File: src/sv/ife_pkg.sv
// Shared constants, operator codes and saturating arithmetic helpers for the
// infix four-operator evaluator. No dependencies.
`timescale 1ns / 1ps

package ife_pkg;

  localparam int NUM_WIDTH = 48;
  localparam int FRAC_BITS = 16;

  localparam int MAG_W = (NUM_WIDTH + FRAC_BITS > 2 * NUM_WIDTH) ?
                         (NUM_WIDTH + FRAC_BITS) : (2 * NUM_WIDTH);
  localparam int CNT_W = $clog2(NUM_WIDTH + FRAC_BITS);

  typedef logic signed [NUM_WIDTH-1:0] num_t;
  typedef logic [NUM_WIDTH-1:0]        mag_t;
  typedef logic [MAG_W-1:0]            wide_mag_t;

  localparam num_t NUM_MAX = {1'b0, {(NUM_WIDTH-1){1'b1}}};
  localparam num_t NUM_MIN = {1'b1, {(NUM_WIDTH-1){1'b0}}};

  localparam wide_mag_t LIM_POS = MAG_W'(mag_t'(NUM_MAX));
  localparam wide_mag_t LIM_NEG = MAG_W'(mag_t'(NUM_MAX)) + MAG_W'(1);

  localparam logic [2:0] ACT_ADD = 3'd0;
  localparam logic [2:0] ACT_SUB = 3'd1;
  localparam logic [2:0] ACT_MUL = 3'd2;
  localparam logic [2:0] ACT_DIV = 3'd3;

  localparam logic [1:0] POP_POS = 2'd0;
  localparam logic [1:0] POP_NEG = 2'd1;
  localparam logic [1:0] POP_MUL = 2'd2;
  localparam logic [1:0] POP_DIV = 2'd3;

  function automatic mag_t mag_of(input num_t v);
    mag_t m;
    m = v[NUM_WIDTH-1] ? mag_t'(-v) : mag_t'(v);
    return m;
  endfunction

  function automatic num_t sat_pack(input logic neg, input wide_mag_t mag);
    wide_mag_t lim;
    wide_mag_t m;
    mag_t      r;
    lim = neg ? LIM_NEG : LIM_POS;
    m   = (mag > lim) ? lim : mag;
    r   = m[NUM_WIDTH-1:0];
    return neg ? num_t'(-r) : num_t'(r);
  endfunction

  function automatic num_t sat_add(input num_t a, input num_t b);
    logic [NUM_WIDTH:0] s;
    num_t               r;
    s = {a[NUM_WIDTH-1], a} + {b[NUM_WIDTH-1], b};
    if (s[NUM_WIDTH] != s[NUM_WIDTH-1]) begin
      r = s[NUM_WIDTH] ? NUM_MIN : NUM_MAX;
    end else begin
      r = s[NUM_WIDTH-1:0];
    end
    return r;
  endfunction

  function automatic num_t sat_neg(input num_t a);
    return (a == NUM_MIN) ? NUM_MAX : num_t'(-a);
  endfunction

endpackage

File: src/sv/ife_mul.sv
// Bit-serial shift-and-add multiplier for signed fixed-point operands with a
// saturating result. Depends on ife_pkg.
`timescale 1ns / 1ps

module ife_mul (
  input  logic                 clk,
  input  logic                 rst_n,
  input  logic                 start,
  input  ife_pkg::num_t        op_a,
  input  ife_pkg::num_t        op_b,
  output logic                 done,
  output ife_pkg::num_t        result
);
  import ife_pkg::*;

  logic                     busy_r, busy_nxt;
  logic                     fin_r, fin_nxt;
  logic                     done_r, done_nxt;
  logic [CNT_W-1:0]         cnt_r, cnt_nxt;
  logic                     neg_r;
  mag_t                     mcand_r;
  logic [2*NUM_WIDTH-1:0]   acc_r;
  num_t                     res_r;
  logic [NUM_WIDTH:0]       part_sum;
  logic                     last;

  assign part_sum = {1'b0, acc_r[2*NUM_WIDTH-1:NUM_WIDTH]} +
                    {1'b0, (acc_r[0] ? mcand_r : mag_t'(0))};
  assign last     = (cnt_r == CNT_W'(NUM_WIDTH - 1));

  always_comb begin
    busy_nxt = busy_r;
    fin_nxt  = 1'b0;
    done_nxt = 1'b0;
    cnt_nxt  = cnt_r;
    if (start) begin
      busy_nxt = 1'b1;
      cnt_nxt  = '0;
    end else if (busy_r) begin
      cnt_nxt = cnt_r + CNT_W'(1);
      if (last) begin
        busy_nxt = 1'b0;
        fin_nxt  = 1'b1;
      end
    end else if (fin_r) begin
      done_nxt = 1'b1;
    end
  end

  always_ff @(posedge clk) begin
    if (!rst_n) begin
      busy_r <= 1'b0;
      fin_r  <= 1'b0;
      done_r <= 1'b0;
      cnt_r  <= '0;
    end else begin
      busy_r <= busy_nxt;
      fin_r  <= fin_nxt;
      done_r <= done_nxt;
      cnt_r  <= cnt_nxt;
    end
  end

  always_ff @(posedge clk) begin
    if (start) begin
      neg_r   <= op_a[NUM_WIDTH-1] ^ op_b[NUM_WIDTH-1];
      mcand_r <= mag_of(op_a);
      acc_r   <= {mag_t'(0), mag_of(op_b)};
    end else if (busy_r) begin
      acc_r <= {part_sum, acc_r[NUM_WIDTH-1:1]};
    end
    if (fin_r) begin
      res_r <= sat_pack(neg_r, MAG_W'(acc_r[2*NUM_WIDTH-1:FRAC_BITS]));
    end
  end

  assign done   = done_r;
  assign result = res_r;

endmodule

File: src/sv/ife_div.sv
// Bit-serial restoring divider computing (a << FRAC_BITS) / b with truncation
// toward zero and a saturating result. Depends on ife_pkg.
`timescale 1ns / 1ps

module ife_div (
  input  logic                 clk,
  input  logic                 rst_n,
  input  logic                 start,
  input  ife_pkg::num_t        op_a,
  input  ife_pkg::num_t        op_b,
  output logic                 done,
  output ife_pkg::num_t        result
);
  import ife_pkg::*;

  localparam int QW = NUM_WIDTH + FRAC_BITS;

  logic                 busy_r, busy_nxt;
  logic                 fin_r, fin_nxt;
  logic                 done_r, done_nxt;
  logic [CNT_W-1:0]     cnt_r, cnt_nxt;
  logic                 neg_r;
  mag_t                 dvsr_r;
  mag_t                 rem_r;
  logic [QW-1:0]        quo_r;
  num_t                 res_r;
  logic [NUM_WIDTH:0]   trial;
  logic [NUM_WIDTH:0]   diff;
  logic                 fits;
  logic                 last;

  assign trial = {rem_r, quo_r[QW-1]};
  assign diff  = trial - {1'b0, dvsr_r};
  assign fits  = !diff[NUM_WIDTH];
  assign last  = (cnt_r == CNT_W'(QW - 1));

  always_comb begin
    busy_nxt = busy_r;
    fin_nxt  = 1'b0;
    done_nxt = 1'b0;
    cnt_nxt  = cnt_r;
    if (start) begin
      busy_nxt = 1'b1;
      cnt_nxt  = '0;
    end else if (busy_r) begin
      cnt_nxt = cnt_r + CNT_W'(1);
      if (last) begin
        busy_nxt = 1'b0;
        fin_nxt  = 1'b1;
      end
    end else if (fin_r) begin
      done_nxt = 1'b1;
    end
  end

  always_ff @(posedge clk) begin
    if (!rst_n) begin
      busy_r <= 1'b0;
      fin_r  <= 1'b0;
      done_r <= 1'b0;
      cnt_r  <= '0;
    end else begin
      busy_r <= busy_nxt;
      fin_r  <= fin_nxt;
      done_r <= done_nxt;
      cnt_r  <= cnt_nxt;
    end
  end

  always_ff @(posedge clk) begin
    if (start) begin
      neg_r  <= op_a[NUM_WIDTH-1] ^ op_b[NUM_WIDTH-1];
      dvsr_r <= mag_of(op_b);
      rem_r  <= '0;
      quo_r  <= QW'(mag_of(op_a)) << FRAC_BITS;
    end else if (busy_r) begin
      rem_r <= fits ? diff[NUM_WIDTH-1:0] : trial[NUM_WIDTH-1:0];
      quo_r <= {quo_r[QW-2:0], fits};
    end
    if (fin_r) begin
      res_r <= sat_pack(neg_r, MAG_W'(quo_r));
    end
  end

  assign done   = done_r;
  assign result = res_r;

endmodule

File: src/sv/infix_four_op_evaluator_top.sv
// Top level of the infix four-operator evaluator: operator sequencing,
// running sum, product term and output register. Depends on ife_pkg,
// ife_mul and ife_div.
//
// Each input transaction carries one signed Q31.16 operand and the operator
// that follows it (add, subtract, multiply, divide, or end; codes above end
// also act as end). Multiply and divide bind tighter than add and subtract.
// An end operator produces one output transaction holding the saturated
// value of the whole expression and a divide-by-zero flag; on that flag the
// value is zero. Other operators produce no output transaction.
// One transaction is worked on at a time and in_stall stays high until it
// is finished. An operand joined by add or subtract passes through the
// apply state before the next acceptance. One joined by multiply waits for
// the bit-serial multiplier at one bit per cycle over 48 bits, then applies;
// one joined by a nonzero divisor waits for the restoring divider at one
// quotient bit per cycle over 64 bits. A zero divisor sets the flag at once.
// A result appears on out_valid the cycle after its end transaction is
// finished and is held while out_stall is high. A further input transaction
// is taken while a result waits; a second end result is held back until the
// first one has been taken.
// Reset clears the running sum, the product term, the error flag and the
// output valid flag, and the block starts a new expression.
`timescale 1ns / 1ps

module infix_four_op_evaluator_top (
  input  logic                 clk,
  input  logic                 rst_n,
  input  logic                 in_valid,
  output logic                 in_stall,
  input  ife_pkg::num_t        in_operand,
  input  logic [2:0]           in_action,
  output logic                 out_valid,
  input  logic                 out_stall,
  output ife_pkg::num_t        out_value,
  output logic                 out_div_by_zero
);
  import ife_pkg::*;

  localparam logic [1:0] ST_IDLE  = 2'd0;
  localparam logic [1:0] ST_MUL   = 2'd1;
  localparam logic [1:0] ST_DIV   = 2'd2;
  localparam logic [1:0] ST_APPLY = 2'd3;

  logic [1:0] state_r, state_nxt;
  logic [2:0] act_r, act_nxt;
  num_t       term_r, term_nxt;
  num_t       sum_r, sum_nxt;
  num_t       prod_r, prod_nxt;
  logic [1:0] pend_r, pend_nxt;
  logic       err_r, err_nxt;
  logic       out_valid_r, out_valid_nxt;
  num_t       out_value_r, out_value_nxt;
  logic       out_dbz_r, out_dbz_nxt;

  logic       in_take;
  logic       mul_start, div_start;
  logic       mul_done, div_done;
  num_t       mul_res, div_res;
  logic       slot_free;

  assign in_stall  = (state_r != ST_IDLE);
  assign in_take   = in_valid && !in_stall;
  assign slot_free = !out_valid_r || !out_stall;
  assign mul_start = in_take && (pend_r == POP_MUL);
  assign div_start = in_take && (pend_r == POP_DIV) && (in_operand != '0);

  ife_mul u_mul (
    .clk    (clk),
    .rst_n  (rst_n),
    .start  (mul_start),
    .op_a   (prod_r),
    .op_b   (in_operand),
    .done   (mul_done),
    .result (mul_res)
  );

  ife_div u_div (
    .clk    (clk),
    .rst_n  (rst_n),
    .start  (div_start),
    .op_a   (prod_r),
    .op_b   (in_operand),
    .done   (div_done),
    .result (div_res)
  );

  always_comb begin
    state_nxt     = state_r;
    act_nxt       = act_r;
    term_nxt      = term_r;
    sum_nxt       = sum_r;
    prod_nxt      = prod_r;
    pend_nxt      = pend_r;
    err_nxt       = err_r;
    out_valid_nxt = out_valid_r && out_stall;
    out_value_nxt = out_value_r;
    out_dbz_nxt   = out_dbz_r;
    case (state_r)
      ST_IDLE: begin
        if (in_take) begin
          act_nxt = in_action;
          case (pend_r)
            POP_POS: begin
              term_nxt  = in_operand;
              state_nxt = ST_APPLY;
            end
            POP_NEG: begin
              term_nxt  = sat_neg(in_operand);
              state_nxt = ST_APPLY;
            end
            POP_MUL: begin
              state_nxt = ST_MUL;
            end
            default: begin
              if (in_operand == '0) begin
                err_nxt   = 1'b1;
                term_nxt  = prod_r;
                state_nxt = ST_APPLY;
              end else begin
                state_nxt = ST_DIV;
              end
            end
          endcase
        end
      end
      ST_MUL: begin
        if (mul_done) begin
          term_nxt  = mul_res;
          state_nxt = ST_APPLY;
        end
      end
      ST_DIV: begin
        if (div_done) begin
          term_nxt  = div_res;
          state_nxt = ST_APPLY;
        end
      end
      default: begin
        case (act_r)
          ACT_ADD: begin
            sum_nxt   = sat_add(sum_r, term_r);
            pend_nxt  = POP_POS;
            state_nxt = ST_IDLE;
          end
          ACT_SUB: begin
            sum_nxt   = sat_add(sum_r, term_r);
            pend_nxt  = POP_NEG;
            state_nxt = ST_IDLE;
          end
          ACT_MUL: begin
            prod_nxt  = term_r;
            pend_nxt  = POP_MUL;
            state_nxt = ST_IDLE;
          end
          ACT_DIV: begin
            prod_nxt  = term_r;
            pend_nxt  = POP_DIV;
            state_nxt = ST_IDLE;
          end
          default: begin
            if (slot_free) begin
              out_valid_nxt = 1'b1;
              out_value_nxt = err_r ? num_t'(0) : sat_add(sum_r, term_r);
              out_dbz_nxt   = err_r;
              sum_nxt       = '0;
              prod_nxt      = '0;
              pend_nxt      = POP_POS;
              err_nxt       = 1'b0;
              state_nxt     = ST_IDLE;
            end
          end
        endcase
      end
    endcase
  end

  always_ff @(posedge clk) begin
    if (!rst_n) begin
      state_r     <= ST_IDLE;
      sum_r       <= '0;
      prod_r      <= '0;
      pend_r      <= POP_POS;
      err_r       <= 1'b0;
      out_valid_r <= 1'b0;
    end else begin
      state_r     <= state_nxt;
      sum_r       <= sum_nxt;
      prod_r      <= prod_nxt;
      pend_r      <= pend_nxt;
      err_r       <= err_nxt;
      out_valid_r <= out_valid_nxt;
    end
  end

  always_ff @(posedge clk) begin
    act_r       <= act_nxt;
    term_r      <= term_nxt;
    out_value_r <= out_value_nxt;
    out_dbz_r   <= out_dbz_nxt;
  end

  assign out_valid       = out_valid_r;
  assign out_value       = out_value_r;
  assign out_div_by_zero = out_dbz_r;

endmodule
File: config.mk
export PLATFORM = sky130hd
export DESIGN_NAME = infix_four_op_evaluator_top
export DESIGN_NICKNAME = d
export VERILOG_FILES = /design/src/sv/ife_pkg.sv /design/src/sv/ife_mul.sv /design/src/sv/ife_div.sv /design/src/sv/infix_four_op_evaluator_top.sv
export SDC_FILE = /design/constraint.sdc
export NUM_CORES = 2
export LEC_CHECK = 0
export BUFFER_PORTS_ARGS = -buffer_cell sky130_fd_sc_hd__buf_2
export CORE_MARGIN = 4
export CORE_UTILIZATION = 56
export DETAILED_ROUTE_END_ITERATION = 6
export GPL_ROUTABILITY_DRIVEN = 0
export GPL_TIMING_DRIVEN = 0
export PLACE_DENSITY = 0.81
export SYNTH_ARGS = -nofsm -noshare
export SYNTH_HDL_FRONTEND = slang
export SYNTH_SLANG_ARGS = --single-unit
File: constraint.sdc
create_clock -name clk -period 21.4 [get_ports clk]
set_clock_uncertainty 0.05 [all_clocks]
set_input_delay 2.14 -clock clk [delete_from_list [all_inputs] [get_ports clk]]
set_output_delay 2.14 -clock clk [all_outputs]
set_load 0.03 [all_outputs]
# [After elaboration in Yosys (flattened, before gate mapping)]
# Cells that the tools add are included.
[totals] reg_bits=622 input_bits=55 output_inout_bits=51 word_cells=168
[classes] addsub=9 magnitude_cmp=2 eq_ne=20 n_mux=54 bitwise_logic=9 n_reduce_logical=45
[op_table] cell="2-to-1 mux 48 bit" n=20
[op_table] cell="one-hot mux 48 bit (3 select lines)" n=2
[op_table] cell="negator 48 bit" n=4
[op_table] cell="one-hot mux 48 bit (2 select lines)" n=2
[op_table] cell="2-to-1 mux 64 bit" n=2
[op_table] cell="adder 48 x 48 -> 49 bit" n=2
[op_table] cell="greater-than comparator 80 x 48 -> 1 bit" n=1
[op_table] cell="greater-than comparator 64 x 48 -> 1 bit" n=1
[op_table] cell="subtractor 49 x 48 -> 49 bit" n=1
[op_table] cell="equality test 48 bit (second input constant)" n=1
[op_table] cell="zero test 48 bit" n=1
[op_table] cell="nonzero test 48 bit" n=1
[op_table] cell="2-to-1 mux 1 bit" n=19
[op_table] cell="OR reduction 3 bit" n=6
[op_table] cell="adder 6 x 1 -> 6 bit (second input constant)" n=2
[op_table] cell="equality test 6 bit (second input constant)" n=2
[op_table] cell="AND reduction 6 bit" n=2
[op_table] cell="nonzero test 2 bit" n=6
[op_table] cell="OR reduction 2 bit" n=6
[op_table] cell="2-to-1 mux 2 bit" n=5
[op_table] cell="nonzero test 5 bit" n=2
[op_table] cell="AND reduction 3 bit" n=3
[op_table] cell="inequality test 2 bit (second input constant)" n=4
[op_table] cell="NOT 1 bit" n=8
[op_table] cell="other kinds (21)" n=36

# [Longest topological paths before layout]
[logic_depth] ltp_word=6 depth_mapped=29 depth_no_buf=23

# [Hierarchy]
# A second synthesis with hierarchy kept.
[hier_totals] cells_unflattened=4602 hier_area_um2=42176.7
[modules_own_cells] mod="ife_div" instances=1 cells_per_inst=1722 area_per_inst_um2=15388.5 seq_area_each_um2=5815.6
[modules_own_cells] mod="ife_mul" instances=1 cells_per_inst=1526 area_per_inst_um2=14211.1 seq_area_each_um2=5495.3
[modules_own_cells] mod="infix_four_op_evaluator_top" instances=1 cells_per_inst=1354 area_per_inst_um2=12577.1 seq_area_each_um2=5044.8

# [Worst setup path after synthesis]
# OpenSTA, ideal clock, no wires.
[synth_timing] path_type="in2reg" start="input in_operand[1]" end="register term_r[0] (enable)" arrival_time_ns=6.665 setup_slack_ns=14.202 stages=10 n_path_buf=0 path_cell_list="inv_1 ha_1 or3b_2 nor4_1 nand4b_1 or2_2 nor4_2 and3b_1 nand2_1 a31oi_1"
[synth_between] elab_chain_len=3
[synth_rtl] item="start: declaration" line_no="infix_four_op_evaluator_top.sv:30" source="input ife_pkg::num_t in_operand,"
[synth_rtl] item="zero test 48 bit" line_no="infix_four_op_evaluator_top.sv:115" source="if (in_operand == '0) begin"
[synth_rtl] item="inequality test 4 x 2 -> 1 bit (no source line)"
[synth_rtl] item="AND reduction 6 bit (no source line)"
[synth_rtl] item="end signal: assignment" line_no="infix_four_op_evaluator_top.sv:197" source="term_r <= term_nxt;"
[synth_rtl] item="end: declaration" line_no="infix_four_op_evaluator_top.sv:46" source="num_t term_r, term_nxt;"
# Every way passes these cells.
# A chain may end at the register's enable or synchronous reset.

# [Worst setup path after layout]
[layout_timing] start="register u_div.neg_r" end="register u_div.res_r[38], in the netlist u_div.result[38] (data pin)"
[layout_between] elab_chain_len=5
[layout_rtl] item="start: declaration" line_no="ife_div.sv:22" source="logic neg_r;"
[layout_rtl] item="start signal: assignment" line_no="ife_div.sv:72" source="neg_r <= op_a[NUM_WIDTH-1] ^ op_b[NUM_WIDTH-1];"
[layout_rtl] item="2-to-1 mux 48 bit" line_no="ife_pkg.sv:44" source="lim = neg ? LIM_NEG : LIM_POS;"
[layout_rtl] item="greater-than comparator 64 x 48 -> 1 bit" line_no="ife_pkg.sv:45" source="m = (mag > lim) ? lim : mag;"
[layout_rtl] item="2-to-1 mux 48 bit" line_no="ife_pkg.sv:45"
[layout_rtl] item="negator 48 bit" line_no="ife_pkg.sv:47" source="return neg ? num_t'(-r) : num_t'(r);"
[layout_rtl] item="2-to-1 mux 48 bit (*)" line_no="ife_pkg.sv:47"
[layout_rtl] item="end signal: assignment" line_no="ife_div.sv:81" source="res_r <= sat_pack(neg_r, MAG_W'(quo_r));"
[layout_rtl] item="end: declaration" line_no="ife_div.sv:26" source="num_t res_r;"
# Mark *: on every way between the ends. The rest lies on a longest branch, timed or not.

==> impl_metrics.env <==
export IMPL_status="finished, violations left"
export IMPL_failed_checks="design-rule violations"
export IMPL_hold_class="reg -> reg"
export IMPL_syn_area_per_cell_um2=9.26
export IMPL_synth_mux_area_share_pct=3.69
export IMPL_start_kind="register"
export IMPL_cts_max_path_buffers=3
export IMPL_path_buf_inv=8
export IMPL_drive_above_1_share_pct=6.36
export IMPL_crit_path_frequent_cell="clkbuf_1"
export IMPL_yosysTopAreaCell="edfxtp_1"
export IMPL_r2r_setup_slack_ns=12.62
export IMPL_start_util_pct=56.6
export IMPL_p_leak_nw=17.4
export IMPL_netlist_area_um2=39800
export IMPL_ys_warn_count=0
export IMPL_synth_fp_nets=4609
export IMPL_cp_max_fo=28
export IMPL_holdPathStages=2
export IMPL_ys_ff_latch=622
export IMPL_power_density_nw_per_um2=92.7
export IMPL_fill_cells=5597
export IMPL_wl_met1_mm=49.0
export IMPL_crit_type="reg -> reg"
export IMPL_top_layer="met5"
export IMPL_dieArea_um2=75400
export IMPL_postRouteAntennaNets=0
export IMPL_pin_count=106
export IMPL_fp_dieW_um=275
export IMPL_hold_start="sum_r[1]$_SDFFE_PN0P_"
export IMPL_synthToLayoutAreaGrowth_pct=10.3
export IMPL_drv_slew=0
export IMPL_vias=36200
export IMPL_grtUsageTotal_pct=33.6
export IMPL_drc=61
export IMPL_cts_tree="yes"
export IMPL_synth_most_common_cell="nand2_1"
export IMPL_synth_main_ff_cell="edfxtp_1"
export IMPL_clock_latency_ns=0.64
export IMPL_min_period_ns=8.78
export IMPL_port_buffers=97
export IMPL_ir_worst_vdd_mv=0.0698
export IMPL_synth_top_family_by_area="compound AO/OA/AOI/OAI gates"
export IMPL_cp_arrival_ns=9.07
export IMPL_netlist_top_cells_area="edfxtp_1, dfxtp_1, ha_1, xnor2_1, nand2_1"
export IMPL_yosysTopAreaCellShare_pct=29.4
export IMPL_finalPower_mw=4.07
export IMPL_cp_data_required_time_ns=21.69
export IMPL_async_flop_share_pct=0
export IMPL_largestRegisters="u_mul.acc_r: 96 flops, u_div.quo_r: 64 flops"
export IMPL_core_um2=70300
export IMPL_slew_limit_headroom_pct=19.1
export IMPL_final_nets=4786
export IMPL_largest_reg_flops=96
export IMPL_synth_xor_area_share_pct=6.16
export IMPL_post_cts_resized=0
export IMPL_crit_family="simple AND/OR/NAND/NOR gates"
export IMPL_postCtsHoldBufs=0
export IMPL_hpwl_mm=99.4
export IMPL_r2r_end="u_div.result[38]$_DFFE_PP_"
export IMPL_avgViaCountPerCell=6.62
export IMPL_cts_buffers=68
export IMPL_period_share_pct=41.0
export IMPL_max_freq_mhz=114
export IMPL_synthAdderAreaFrac_pct=8.14
export IMPL_yosys_area_share_simple_pct=17.5
export IMPL_synth_top_cells_by_count="nand2_1, edfxtp_1, a21oi_1"
export IMPL_clk_pin_slew_worst_paths_ns=0.06
export IMPL_met2_length_mm=54.7
export IMPL_cts_sinks=622
export IMPL_regToRegStartpoint="u_div.neg_r$_DFFE_PP_"
export IMPL_setup_violations=0
export IMPL_synth_compound_area_share_pct=19.9
export IMPL_cts_setup_buffers=0
export IMPL_max_stage_delay_ns=0.89
export IMPL_clock_tree_root_cell="clkbuf_16"
export IMPL_grt_max_degree=59
export IMPL_synth_distinct_cells=98
export IMPL_syn_inst=4297
export IMPL_drv_cap=0
export IMPL_grt_setup_unrepaired="no"
export IMPL_end_kind="register"
export IMPL_largest_register="u_mul.acc_r"
export IMPL_grt_pass1_vias=32900
export IMPL_synth_edf_count=390
export IMPL_setup_tns_ns=0
export IMPL_first_pass_iters=7
export IMPL_wirelength_mm=131
export IMPL_htree_levels=3
export IMPL_dieHeight_um=275
export IMPL_antenna_found_initial=9
export IMPL_whs_endpoint="sum_r[1]$_SDFFE_PN0P_"
export IMPL_wl_per_cell_um=23.9
export IMPL_grt_overflow_total=0
export IMPL_dr_wl_met3_mm=17.4
export IMPL_drtIter0Drc=6028
export IMPL_core_rowCount=97
export IMPL_seq_area_frac_synth_pct=41.1
export IMPL_reg2reg_depth=26
export IMPL_tightestPinTransition_ns=1.21
export IMPL_grt_pass1_wl_mm=196
export IMPL_timing_final_hold_violations=0
export IMPL_crit_slowest_cell="edfxtp_1"
==> per-layer routing <==
metal	vias to the layer above	track usage, %
li1	16300	-
met1	16900	44.7
met2	2541	49.2
met3	563	8.91
met4	8	20.1
met5	-	0
==> power breakdown <==
group	internal [mW]	switching, mW	leakage, nW
combinational	0.444	0.845	10.9
sequential	1.46	0.151	5.51
clock	0.642	0.520	1.02
==> tightest hold or removal path, stage by stage, from the launching register on <==
cell	delay [ns]
dfxtp_1	0.33
nand2_1	0.06
o21ai_0	0.06
==> area by class of cell <==
cell class                 instances  area, um^2  share of cell area, %
antenna                            5        12.5                 0.0285
buffer                           234         918                   2.09
clock buffer                      95        1860                   4.23
clock inverter                    31         300                  0.685
inverter                         125         469                   1.07
multi-input combinational       3316       22100                   50.3
sequential                       622       16400                   37.3
tap                              940        1180                   2.68
timing repair buffer             107         708                   1.61
==> through the flow <==
| stage | cell area [um^2] | instances | hold WS (ns) | util [%] | worst slack, ns |
|---|---|---|---|---|---|
| after global placement | 41400 | 5334 | 0.392 | 59.0 | 12.03 |
| after detailed placement | 41700 | 5344 | 0.429 | 59.3 | 12.78 |
| after CTS | 43900 | 5470 | 0.443 | 62.4 | 12.73 |
| final | 43900 | 5475 | 0.442 | 62.4 | 12.62 |
| after floorplan | 39800 | 4297 | 0.379 | - | 14.20 |
| after global routing | 43900 | 5472 | 0.459 | 62.4 | 12.23 |
==> cell usage in the layout (no fill, tap or decap), types with 27 or more instances in the layout <==
master       n
buf_2      116
xor2_1      51
a21o_1     131
dfxtp_1    230
o31ai_1     37
clkbuf_16   70
and2_1      66
ha_1       254
nand4_1     49
nand3_1     94
nand2_1    522
a31oi_1     27
clkbuf_1   214
o21a_1      32
xnor2_1    227
nor2_1     271
edfxtp_1   390
nor2b_1     82
a221o_1     27
o21ai_0    233
a22oi_1    154
a21oi_1    300
and3_1      28
mux2i_1    142
or3_1       63
nand2b_1    42
nor3_1      70
nor4_1      34
or4_1       32
a211oi_1    31
a21boi_0    28
inv_1      119
==> worst max path at each step <==
stage | from | to | slack, ns | cells past startpoint
2_1_floorplan | in_operand[1] | term_r[0]$_DFFE_PP_ | 14.20 | 10
3_3_place_gp | in_operand[1] | term_r[10]$_DFFE_PP_ | 12.03 | 11
3_5_place_dp | u_div.neg_r$_DFFE_PP_ | u_div.result[38]$_DFFE_PP_ | 12.78 | 26
4_1_cts | u_div.neg_r$_DFFE_PP_ | u_div.result[38]$_DFFE_PP_ | 12.73 | 26
5_1_grt | u_div.neg_r$_DFFE_PP_ | u_div.result[40]$_DFFE_PP_ | 12.23 | 27
6_report | u_div.neg_r$_DFFE_PP_ | u_div.result[38]$_DFFE_PP_ | 12.62 | 26
==> logic make-up after synthesis <==
| kind of cell | count (synthesis) |
|---|---|
| AO/OA/AOI/OAI | 1205 |
| XOR/XNOR | 279 |
| adder cells (fa/ha/maj) | 257 |
| buffers and inverters | 359 |
| flip-flops | 622 |
| multiplexers | 146 |
| AND/OR/NAND/NOR | 1429 |
Note: power is estimated with default switching activity, not from simulation.
